==> config.mk <==
export PLATFORM = sky130hd
export DESIGN_NAME = bmft_ctrl
export DESIGN_NICKNAME = d
export VERILOG_FILES = /design/src/hw/rtl/block_mapped_flash_translation_defines.svh /design/src/hw/rtl/bmft_pkg.sv /design/src/hw/rtl/bmft_ctrl.sv
export SDC_FILE = /design/constraint.sdc
export NUM_CORES = 1
export LEC_CHECK = 0
export BUFFER_PORTS_ARGS = -buffer_cell sky130_fd_sc_hd__buf_2
export CELL_PAD_IN_SITES_DETAIL_PLACEMENT = 2
export CELL_PAD_IN_SITES_GLOBAL_PLACEMENT = 2
export CORE_MARGIN = 2
export CORE_UTILIZATION = 24
export CTS_BUF_LIST = sky130_fd_sc_hd__clkbuf_8
export CTS_CLUSTER_SIZE = 30
export DETAILED_ROUTE_END_ITERATION = 10
export GPL_TIMING_DRIVEN = 0
export HOLD_SLACK_MARGIN = 0.03
export PLACE_DENSITY_LB_ADDON = 0.2
export SETUP_SLACK_MARGIN = 0.1
export SYNTH_ARGS = -nofsm -noshare
export SYNTH_HDL_FRONTEND = slang
export SYNTH_SLANG_ARGS = --single-unit
==> constraint.sdc <==
create_clock -name clk -period 1.8 [get_ports clk]
set_input_delay 0.27 -clock clk [delete_from_list [all_inputs] [get_ports clk]]
set_output_delay 0.27 -clock clk [all_outputs]
set_load 0.02 [all_outputs]
==> src/hw/rtl/block_mapped_flash_translation_defines.svh <==
// Assertion macros used by the flash translation top level.
`ifndef BLOCK_MAPPED_FLASH_TRANSLATION_DEFINES_SVH
`define BLOCK_MAPPED_FLASH_TRANSLATION_DEFINES_SVH

// Same-cycle implication, sampled on clk and idle while arst_n is low.
`define BMFT_ASSERT_NOW(lbl, ante, cons, msg) \
	lbl: assert property (@(posedge clk) disable iff (!arst_n) (ante) |-> (cons)) \
		else $error(msg);

// Next-cycle implication, sampled on clk and idle while arst_n is low.
`define BMFT_ASSERT_NEXT(lbl, ante, cons, msg) \
	lbl: assert property (@(posedge clk) disable iff (!arst_n) (ante) |=> (cons)) \
		else $error(msg);

`endif

==> src/hw/rtl/bmft_pkg.sv <==
// Shared constants, payload types and control structs of the flash translation block.
package bmft_pkg;

	// Geometry of the flash array.
	localparam int NUM_BLOCKS        = 64;
	localparam int SECTORS_PER_BLOCK = 32;
	localparam int DATA_BITS         = 32;
	localparam int BLK_W             = $clog2(NUM_BLOCKS);
	localparam int OFF_W             = $clog2(SECTORS_PER_BLOCK);
	localparam int SEC_W             = BLK_W + OFF_W;
	localparam int TOTAL_SECTORS     = NUM_BLOCKS * SECTORS_PER_BLOCK;
	localparam int CNT_W             = OFF_W + 1;

	// Field widths of the channels.
	localparam int OP_W     = 2;
	localparam int ADDR_W   = 11;
	localparam int WDATA_W  = 32;
	localparam int STATUS_W = 2;
	localparam int PB_W     = 6;
	localparam int SOFF_W   = 5;
	localparam int CNTF_W   = 6;
	localparam int LIMIT_W  = 11;

	localparam logic [LIMIT_W-1:0] LIMIT_RESET = 11'd1984;

	// Range limits in the widths they are compared at.
	localparam logic [ADDR_W:0]   TOTAL_X   = TOTAL_SECTORS[ADDR_W:0];
	localparam logic [ADDR_W-1:0] MAP_LIM_X = NUM_BLOCKS[ADDR_W-1:0];
	localparam logic [BLK_W-1:0]  SPARE_IDX = BLK_W'(NUM_BLOCKS - 1);
	localparam logic [CNT_W-1:0]  COPY_LAST = CNT_W'(SECTORS_PER_BLOCK);

	typedef enum logic [OP_W-1:0] {
		OP_WRITE = 2'd0,
		OP_READ  = 2'd1,
		OP_MAP   = 2'd2
	} op_t;

	typedef enum logic [STATUS_W-1:0] {
		ST_OK      = 2'd0,
		ST_RELOC   = 2'd1,
		ST_INVALID = 2'd2
	} status_t;

	// Which kind of result the output register is loaded with.
	typedef enum logic [2:0] {
		RES_INVALID,
		RES_INPLACE,
		RES_RELOC,
		RES_READ,
		RES_MAP
	} res_kind_t;

	typedef logic [LIMIT_W-1:0] limit_t;

	typedef struct packed {
		logic [OP_W-1:0]    operation;
		logic [ADDR_W-1:0]  address;
		logic [WDATA_W-1:0] write_data;
	} in_item_t;

	typedef struct packed {
		logic [STATUS_W-1:0] status;
		logic [PB_W-1:0]     physical_block;
		logic [SOFF_W-1:0]   sector_offset;
		logic                occupied;
		logic [WDATA_W-1:0]  read_data;
		logic [CNTF_W-1:0]   sector_writes;
		logic [CNTF_W-1:0]   sector_erases;
	} out_item_t;

	// Commands from the controller to the datapath.
	typedef struct packed {
		logic      load_in;
		logic      rd_first;
		logic      rd_row;
		logic      wr_inplace;
		logic      copy_start;
		logic      copy_step;
		logic      remap;
		logic      res_load;
		res_kind_t kind;
	} dp_cmd_t;

	// Status from the datapath to the controller.
	typedef struct packed {
		logic is_write;
		logic is_read;
		logic is_map;
		logic wr_bad;
		logic rd_bad;
		logic map_bad;
		logic taken;
		logic copy_done;
	} dp_stat_t;

endpackage

==> src/hw/rtl/bmft_ctrl.sv <==
// Controller: sequences lookup, in-place program, relocation walk and result delivery.
module bmft_ctrl (
	input  logic               clk,
	input  logic               arst_n,
	input  logic               in_valid,
	output logic               in_ready,
	output logic               out_valid,
	input  logic               out_ready,
	output bmft_pkg::dp_cmd_t  ctl,
	input  bmft_pkg::dp_stat_t stat
);

	typedef enum logic [2:0] {
		S_IDLE,
		S_FETCH,
		S_DECODE,
		S_CHECK,
		S_COPY,
		S_REMAP,
		S_DONE
	} state_t;

	state_t                state_q;
	bmft_pkg::res_kind_t   kind_q;
	logic                  out_valid_q;

	// Commands decoded from the current state.
	always_comb begin
		ctl      = '0;
		ctl.kind = kind_q;
		in_ready = (state_q == S_IDLE);
		case (state_q)
			S_IDLE:   ctl.load_in  = in_valid;
			S_FETCH:  ctl.rd_first = 1'b1;
			S_DECODE: ctl.rd_row   = stat.is_write && !stat.wr_bad;
			S_CHECK: begin
				ctl.copy_start = stat.taken;
				ctl.wr_inplace = !stat.taken;
			end
			S_COPY:   ctl.copy_step = 1'b1;
			S_REMAP:  ctl.remap     = 1'b1;
			S_DONE:   ctl.res_load  = !out_valid_q || out_ready;
			default:  ctl.kind      = kind_q;
		endcase
	end

	// State, result kind and output valid.
	always_ff @(posedge clk or negedge arst_n) begin
		if (!arst_n) begin
			state_q     <= S_IDLE;
			kind_q      <= bmft_pkg::RES_INVALID;
			out_valid_q <= 1'b0;
		end else begin
			if (ctl.res_load) begin
				out_valid_q <= 1'b1;
			end else if (out_ready) begin
				out_valid_q <= 1'b0;
			end
			case (state_q)
				S_IDLE: begin
					if (in_valid) begin
						state_q <= S_FETCH;
					end
				end
				S_FETCH: state_q <= S_DECODE;
				S_DECODE: begin
					if (stat.is_write) begin
						if (stat.wr_bad) begin
							kind_q  <= bmft_pkg::RES_INVALID;
							state_q <= S_DONE;
						end else begin
							state_q <= S_CHECK;
						end
					end else if (stat.is_read) begin
						kind_q  <= stat.rd_bad ? bmft_pkg::RES_INVALID : bmft_pkg::RES_READ;
						state_q <= S_DONE;
					end else if (stat.is_map) begin
						kind_q  <= stat.map_bad ? bmft_pkg::RES_INVALID : bmft_pkg::RES_MAP;
						state_q <= S_DONE;
					end else begin
						kind_q  <= bmft_pkg::RES_INVALID;
						state_q <= S_DONE;
					end
				end
				S_CHECK: begin
					if (stat.taken) begin
						state_q <= S_COPY;
					end else begin
						kind_q  <= bmft_pkg::RES_INPLACE;
						state_q <= S_DONE;
					end
				end
				S_COPY: begin
					if (stat.copy_done) begin
						state_q <= S_REMAP;
					end
				end
				S_REMAP: begin
					kind_q  <= bmft_pkg::RES_RELOC;
					state_q <= S_DONE;
				end
				S_DONE: begin
					if (ctl.res_load) begin
						state_q <= S_IDLE;
					end
				end
				default: state_q <= S_IDLE;
			endcase
		end
	end

	assign out_valid = out_valid_q;

endmodule

# ---- Word-level counts from Yosys, hierarchy flattened
# Cells that the tools add are included.
# W data, S select, Z words.
dict set report word_totals {
  reg_bits 7
  in_bits 12
  output_inout_bits 13
  elab_cells 48
}
dict set report op_classes {
  eq_ne 11
  mux 24
  reduce_logical 10
}
# cell count
set ops {}
lappend ops {{$mux W3} 11}
lappend ops {{$pmux W3 S7} 1}
lappend ops {{$eq A3 B3 Y1 const B} 3}
lappend ops {{$pmux W3 S3} 1}
lappend ops {{$mux W1} 8}
lappend ops {{$ne A2 B2 Y1 const B} 4}
lappend ops {{$eq A3 B2 Y1 const B} 2}
lappend ops {{$mux W2} 3}
lappend ops {{$reduce_and A3 Y1} 2}
lappend ops {{$eq A3 B1 Y1 const B} 1}
lappend ops {{$logic_not A1 Y1} 3}
lappend ops {{$logic_not A3 Y1} 1}
lappend ops {{$ne A3 B3 Y1 const B} 1}
lappend ops {{$reduce_bool A3 Y1} 1}
lappend ops {{$reduce_bool A2 Y1} 1}
lappend ops {{$logic_and A1 B1 Y1} 1}
lappend ops {{$logic_or A1 B1 Y1} 1}

# ---- Depth between registers and ports, before layout
# Gate-level depths: netlist of the first run.
dict set report logic_depth {
  depth_word 5
  mapped_depth 5
  ltp_nobuf 3
}

# ---- Least setup slack after synthesis of the first run
# OpenSTA, ideal clock, no wires.
dict set report synth_timing {
  path_type {register to output}
  startpoint {register state_q[1]}
  endpoint {output ctl[10] (netlist bit)}
  t_arrival_ns 1.485
  required_ns 1.530
  slack_ns 0.045
  stages_incl_launch_ff 4
  n_path_buf 1
  cell_sequence {dfrtp_1 > clkbuf_1 > nor3_1 > and2_1}
}
# item line
set synth_lines {}
lappend synth_lines {{start, declared} bmft_ctrl.sv:23} ;# state_t state_q;
lappend synth_lines {{start signal, assigned} bmft_ctrl.sv:50} ;# state_q <= S_IDLE;
lappend synth_lines {{start signal, assigned} bmft_ctrl.sv:62} ;# state_q <= S_FETCH;
lappend synth_lines {{start signal, assigned} bmft_ctrl.sv:65} ;# S_FETCH: state_q <= S_DECODE;
lappend synth_lines {{end, declared} bmft_ctrl.sv:9} ;# output bmft_pkg::dp_cmd_t ctl,

==> flow_summary.yaml, run 1 <==
sta:
  post-route-period-util: 0.905
  max_freq_mhz: 614
  grt_setup_unrepaired: "no"
  tightestPinTransition_ns: 0.506
  final_max_slew_viol_count: 0
  worst_skew_ns: 0.00388
  finalCriticalPeriod_ns: 1.63
  setup-tns-final_ns: 0
  fin_ws_ns: 0.170
  max-slew-margin-rel: 0.662
  hold_violations_final: 0
  setup_violations: 0
layout:
  multi_input_comb_area_um2: 255
  most_common_cell_after_layout_fill_and_taps_aside: "sky130_fd_sc_hd__buf_2"
  flow.area_growth_from_synthesis_pct: 49.6
  finalNetCount: 95
  fillers: 228
  n_antenna_cell: 0
  final-seq-area_um2: 176
  commonest_cells_after_routing_fill_and_taps_aside: "sky130_fd_sc_hd__buf_2 (24), sky130_fd_sc_hd__dfrtp_1 (6), sky130_fd_sc_hd__nor3_1 (5)"
  drive_gt1_frac: 0.439
drt:
  detail_route.wirelength_mm: 1.54
  drt_pass1_iterations: 4
  postRouteAntennaNets: 0
  route.detailed.drc: 0
  num_vias: 534
  via_per_inst: 4.99
  avgRoutedWirePerCell_um: 14.4
  drt-initial-drc-count: 2
placed_design:
  dp_slack_ns: 0.216
  port_buffers: 24
  dp_hpwl_mm: 1.20
  gpl.final_weighted_congestion: 0.713
clocking:
  clock-root-buffer: "sky130_fd_sc_hd__clkbuf_8"
  cts.htree.levels: 1
  cts_setup_buffers: 0
  cts_tree: "yes"
  clock-sinks: 7
  cts_buffers: 3
  max-clock-path-buffers: 2
  worst_skew_pair.late_latency_ns: 0.23
  register_clock_pin_slew_on_the_reported_worst_setup_and_hold_paths_ns: 0.04
critical_path:
  cpPeakStageDelay_ns: 0.43
  critPathCaptureType: "output pin"
  worst-endpoint-required_ns: 1.53
  worstSetupStartpointType: "flop"
  library_cell_contributing_the_largest_single_delay_on_the_critical_path: "sky130_fd_sc_hd__dfrtp_2"
  critPathArrivalTime_ns: 1.36
  critical_path.cell_chain: "or3b_4 > nor2_1 > buf_4"
  worst-path-max-fanout: 6
  worstSetupPathType: "flop to output pin"
logic_synthesis:
  synth_fp_nets: 65
  synthDominantCellAreaShare: 0.381
  synth.distinct_cells: 25
  synth_seq_area_share: 0.381
  biggest_area_contributors_in_the_synthesized_netlist: "sky130_fd_sc_hd__dfrtp_1 (38%), sky130_fd_sc_hd__nor3_1 (7.6%), sky130_fd_sc_hd__buf_6 (4.9%)"
  synth-warning-count: 0
  post_synthesis_instance_total: 53
  synth.cell_area_um2: 459
  synth_area_leader: "sky130_fd_sc_hd__dfrtp_1"
  syn_avg_cell_area_um2: 8.66
  yosys_register_bits: 7
pwr:
  p_leak_nw: 0.335
  p_per_area_nw_per_um2: 1660
  max-vdd-ir-drop_v: 0.000672
floorplanning:
  initial_utilization: 0.260
  core-area_um2: 1760
  die_y_um: 47.7
  die_w_um: 47.7
  fp.dieArea_um2: 2280
  core.rowCount: 15
  io_pins: 25
run_status:
  run_status: "completed"
global_route:
  grt_max_degree: 11
  via_count_of_the_first_global_routing_pass: 536
  grt_first_pass_wirelength_mm: 2.46
  grt.overflow.total: 0
  grt_antenna_before_repair: 0
  track_usage: 0.159
worst_hold_path:
  worst_hold_path_type: "primary input to flop"
flow_run:
  timing.max_cap.violations: 0
## area by class of cell
type                            count  share of cell area
Multi-Input combinational cell     39               0.372
Sequential cell                     7               0.257
Timing Repair Buffer               25               0.193
Clock buffer                        3              0.0601
Buffer                              4              0.0510
Tap cell                           25              0.0455
Inverter                            3              0.0164
Clock inverter                      1             0.00546
## critical path: cells and delay by family, from the launching register on
| family | cells | cell delay (ns) |
|---|---|---|
| flip-flops | 1 | 0.43 |
| buffers and inverters | 1 | 0.15 |
| AND/OR/NAND/NOR | 2 | 0.55 |
## sequential cells by signal, summed over array words and instances, names as in the netlist
register,flops
kind_q,3
state_q,3
out_valid,1
## layer usage
| layer | global-route usage | wire [um] | vias to the layer above |
|---|---|---|---|
| met3 | 0.0566 | 96 | 2 |
| met2 | 0.248 | 703 | 19 |
| met5 | 0 | 0 | - |
| met1 | 0.213 | 718 | 259 |
| li1 | - | - | 254 |
| met4 | 0.0324 | 19 | 0 |
## cell usage after synthesis
cell                       count
sky130_fd_sc_hd__dfrtp_1       7
sky130_fd_sc_hd__nor3_1        7
sky130_fd_sc_hd__a21oi_1       4
sky130_fd_sc_hd__nor2_1        4
sky130_fd_sc_hd__inv_1         3
sky130_fd_sc_hd__nand2_1       3
sky130_fd_sc_hd__and2_1        2
sky130_fd_sc_hd__buf_6         2
sky130_fd_sc_hd__clkbuf_1      2
sky130_fd_sc_hd__nor3b_1       2
sky130_fd_sc_hd__nor4_1        2
sky130_fd_sc_hd__o21ai_0       2
sky130_fd_sc_hd__a41oi_1       1
sky130_fd_sc_hd__mux2i_1       1
sky130_fd_sc_hd__nand2b_4      1
sky130_fd_sc_hd__nand3b_1      1
sky130_fd_sc_hd__nor2b_1       1
sky130_fd_sc_hd__nor4b_1       1
sky130_fd_sc_hd__o211ai_1      1
sky130_fd_sc_hd__o21bai_1      1
sky130_fd_sc_hd__o31a_1        1
sky130_fd_sc_hd__o31ai_1       1
sky130_fd_sc_hd__o32a_1        1
sky130_fd_sc_hd__or3_1         1
sky130_fd_sc_hd__or3b_2        1
## what timing repair did
action | CTS | global route
endpoints found under the setup margin | 5 | 4
hold buffers | 1 | 0
resized for setup | 4 | 5
endpoints found under the hold margin | 7 | 0
## final timing paths
path / cells after the start / slack, ns / end / startpoint
max: 3 / 0.17 / ctl[8] / state_q[0]
min: 3 / 0.30 / kind_q[2] / stat[2]
min reg2reg: 2 / 0.57 / kind_q[2] / kind_q[2]
max reg2reg: 5 / 0.28 / kind_q[1] / state_q[2]
max in group asynchronous: 2 / 1.22 / state_q[0] / arst_n
min in group asynchronous: 2 / 0.40 / kind_q[2] / arst_n
## metrics by stage
stage	cell area (um^2)	power (mW)	cells	utilization	hold slack, ns
2_1_floorplan	464	0.702	53	-	-0.0256
3_3_place_gp	616	0.879	102	0.349	0.117
3_5_place_dp	616	0.894	102	0.349	0.119
4_1_cts	681	1.15	107	0.386	0.297
5_1_grt	687	1.22	107	0.389	0.319
6_report	687	1.14	107	0.389	0.295
## where the power goes
| group | leakage [nW] | switching (mW) | total [mW] | internal [mW] |
|---|---|---|---|---|
| clock network | 0.0269 | 0.0781 | 0.226 | 0.148 |
| logic | 0.222 | 0.392 | 0.642 | 0.250 |
| registers | 0.0862 | 0.0465 | 0.269 | 0.222 |
## cells by family (layout without fill, tap and decap cells)
logic type / Yosys count / count (layout) / synth area share
flops: 7 / 7 / 0.381
buf+inv: 7 / 36 / 0.0899
mux: 1 / 1 / 0.0218
compound gates: 12 / 12 / 0.174
simple gates: 26 / 26 / 0.332
Note: power is estimated with default switching activity, not from simulation.
==> inputs of run 2 (changes only) <==
--- a/config.mk
+++ b/config.mk
@@ -13,7 +13,6 @@
 export CTS_BUF_LIST = sky130_fd_sc_hd__clkbuf_8
 export CTS_CLUSTER_SIZE = 30
 export DETAILED_ROUTE_END_ITERATION = 10
-export GPL_TIMING_DRIVEN = 0
 export HOLD_SLACK_MARGIN = 0.03
 export PLACE_DENSITY_LB_ADDON = 0.2
 export SETUP_SLACK_MARGIN = 0.1
==> flow_summary.yaml, run 2 (synthesis results as in run 1) <==
run_status:
  run_status: "completed"
clocking:
  clock-sinks: 7
  cts_buffers: 3
  worst_skew_pair.late_latency_ns: 0.23
  cts_tree: "yes"
  cts.htree.levels: 1
  clock-root-buffer: "sky130_fd_sc_hd__clkbuf_8"
  register_clock_pin_slew_on_the_reported_worst_setup_and_hold_paths_ns: 0.04
  max-clock-path-buffers: 2
placed_design:
  gpl.final_weighted_congestion: 0.698
  postPlaceCellArea_um2: 608
  port_buffers: 24
  dp_slack_ns: 0.236
  dp_hpwl_mm: 1.19
  count_of_placed_standard_cells_including_taps: 101
global_route:
  track_usage: 0.160
  via_count_of_the_first_global_routing_pass: 535
  grt_max_degree: 10
  grt.overflow.total: 0
  grt_antenna_before_repair: 0
  grt_first_pass_wirelength_mm: 2.44
sta:
  fin_ws_ns: 0.169
  grt_setup_unrepaired: "yes"
  setup-tns-final_ns: 0
  max-slew-margin-rel: 0.618
  max_freq_mhz: 613
  post-route-period-util: 0.906
  final_max_slew_viol_count: 0
  finalCriticalPeriod_ns: 1.63
  tightestPinTransition_ns: 0.572
  setup_violations: 0
  finalHoldWorstSlack_ns: 0.310
  hold_violations_final: 0
  worst_skew_ns: 0.000896
critical_path:
  worstSetupStartpointType: "flop"
  critPathCaptureType: "flop"
  worstSetupPathType: "flop to flop"
  worst-endpoint-required_ns: 1.90
  worst-path-max-fanout: 4
  critPathArrivalTime_ns: 1.73
layout:
  most_common_cell_after_layout_fill_and_taps_aside: "sky130_fd_sc_hd__buf_2"
  flow.area_growth_from_synthesis_pct: 50.4
  final_cell_count_no_fill: 108
  fillers: 225
  n_antenna_cell: 0
  drive_gt1_frac: 0.458
  final_design_area_no_fill_um2: 691
  post-route-util: 0.391
  finalNetCount: 96
  commonest_cells_after_routing_fill_and_taps_aside: "sky130_fd_sc_hd__buf_2 (23), sky130_fd_sc_hd__buf_4 (6), sky130_fd_sc_hd__nor3_1 (5), sky130_fd_sc_hd__dfrtp_1 (5)"
floorplanning:
  io_pins: 25
  fp.dieArea_um2: 2280
  core.rowCount: 15
  die_w_um: 47.7
  initial_utilization: 0.260
  die_y_um: 47.7
  core-area_um2: 1760
pwr:
  max-vdd-ir-drop_v: 0.000758
  total_power_mw: 1.14
  p_per_area_nw_per_um2: 1640
  p_leak_nw: 0.337
drt:
  avgRoutedWirePerCell_um: 13.9
  num_vias: 506
  postRouteAntennaNets: 0
  route.detailed.drc: 0
  drt-initial-drc-count: 0
  detail_route.wirelength_mm: 1.50
  drt_pass1_iterations: 1
  via_per_inst: 4.69
flow_run:
  timing.max_cap.violations: 0
worst_hold_path:
  worst_hold_path_type: "primary input to flop"
## run 2: report_power, final
| part | total (mW) | leakage [nW] | switching, mW | internal [mW] |
|---|---|---|---|---|
| combinational | 0.620 | 0.225 | 0.363 | 0.257 |
| sequential | 0.303 | 0.0850 | 0.0783 | 0.224 |
| clock | 0.213 | 0.0269 | 0.0656 | 0.147 |
| total | 1.14 | 0.337 | 0.507 | 0.628 |
## run 2: critical path, cell delays in order (launching register included)
cell and delay, ns:
sky130_fd_sc_hd__dfrtp_2 0.42, sky130_fd_sc_hd__buf_4 0.15, sky130_fd_sc_hd__nor3b_1 0.50, sky130_fd_sc_hd__nor4b_1 0.12
sky130_fd_sc_hd__or3_1 0.33
## run 2: final timing paths
check,start,endpoint,slack (ns),cells after the start
setup / recovery,state_q[0],kind_q[1],0.17,4
hold / removal,stat[2],kind_q[2],0.31,3
setup reg to reg,state_q[0],kind_q[1],0.17,4
hold reg to reg,kind_q[1],kind_q[1],0.58,2
max in group asynchronous,arst_n,state_q[0],1.22,2
min in group asynchronous,arst_n,out_valid,0.41,2
## run 2: area by class of cell
type / count / area, um^2 / area share
Multi-Input combinational cell: 39 / 255 / 0.370
Clock buffer: 3 / 41.3 / 0.0598
Sequential cell: 7 / 178 / 0.257
Inverter: 3 / 11.3 / 0.0163
Clock inverter: 1 / 3.75 / 0.00543
Timing Repair Buffer: 30 / 170 / 0.246
Tap cell: 25 / 31.3 / 0.0453
## run 2: timing repair
action                                  4_1_cts  5_1_grt
hold endpoints to repair                      7        0
endpoints found under the setup margin        2        3
hold buffers                                  1        0
resized for setup                             1        4
buffers inserted                              2        0
## run 2: metal layers
| layer | part of all wire | track usage | vias to the layer above |
|---|---|---|---|
| met2 | 0.44 | 0.240 | 17 |
| li1 | - | - | 250 |
| met1 | 0.49 | 0.214 | 237 |
| met4 | 0.016 | 0.0973 | 0 |
| met5 | 0 | 0 | - |
| met3 | 0.050 | 0.0264 | 2 |
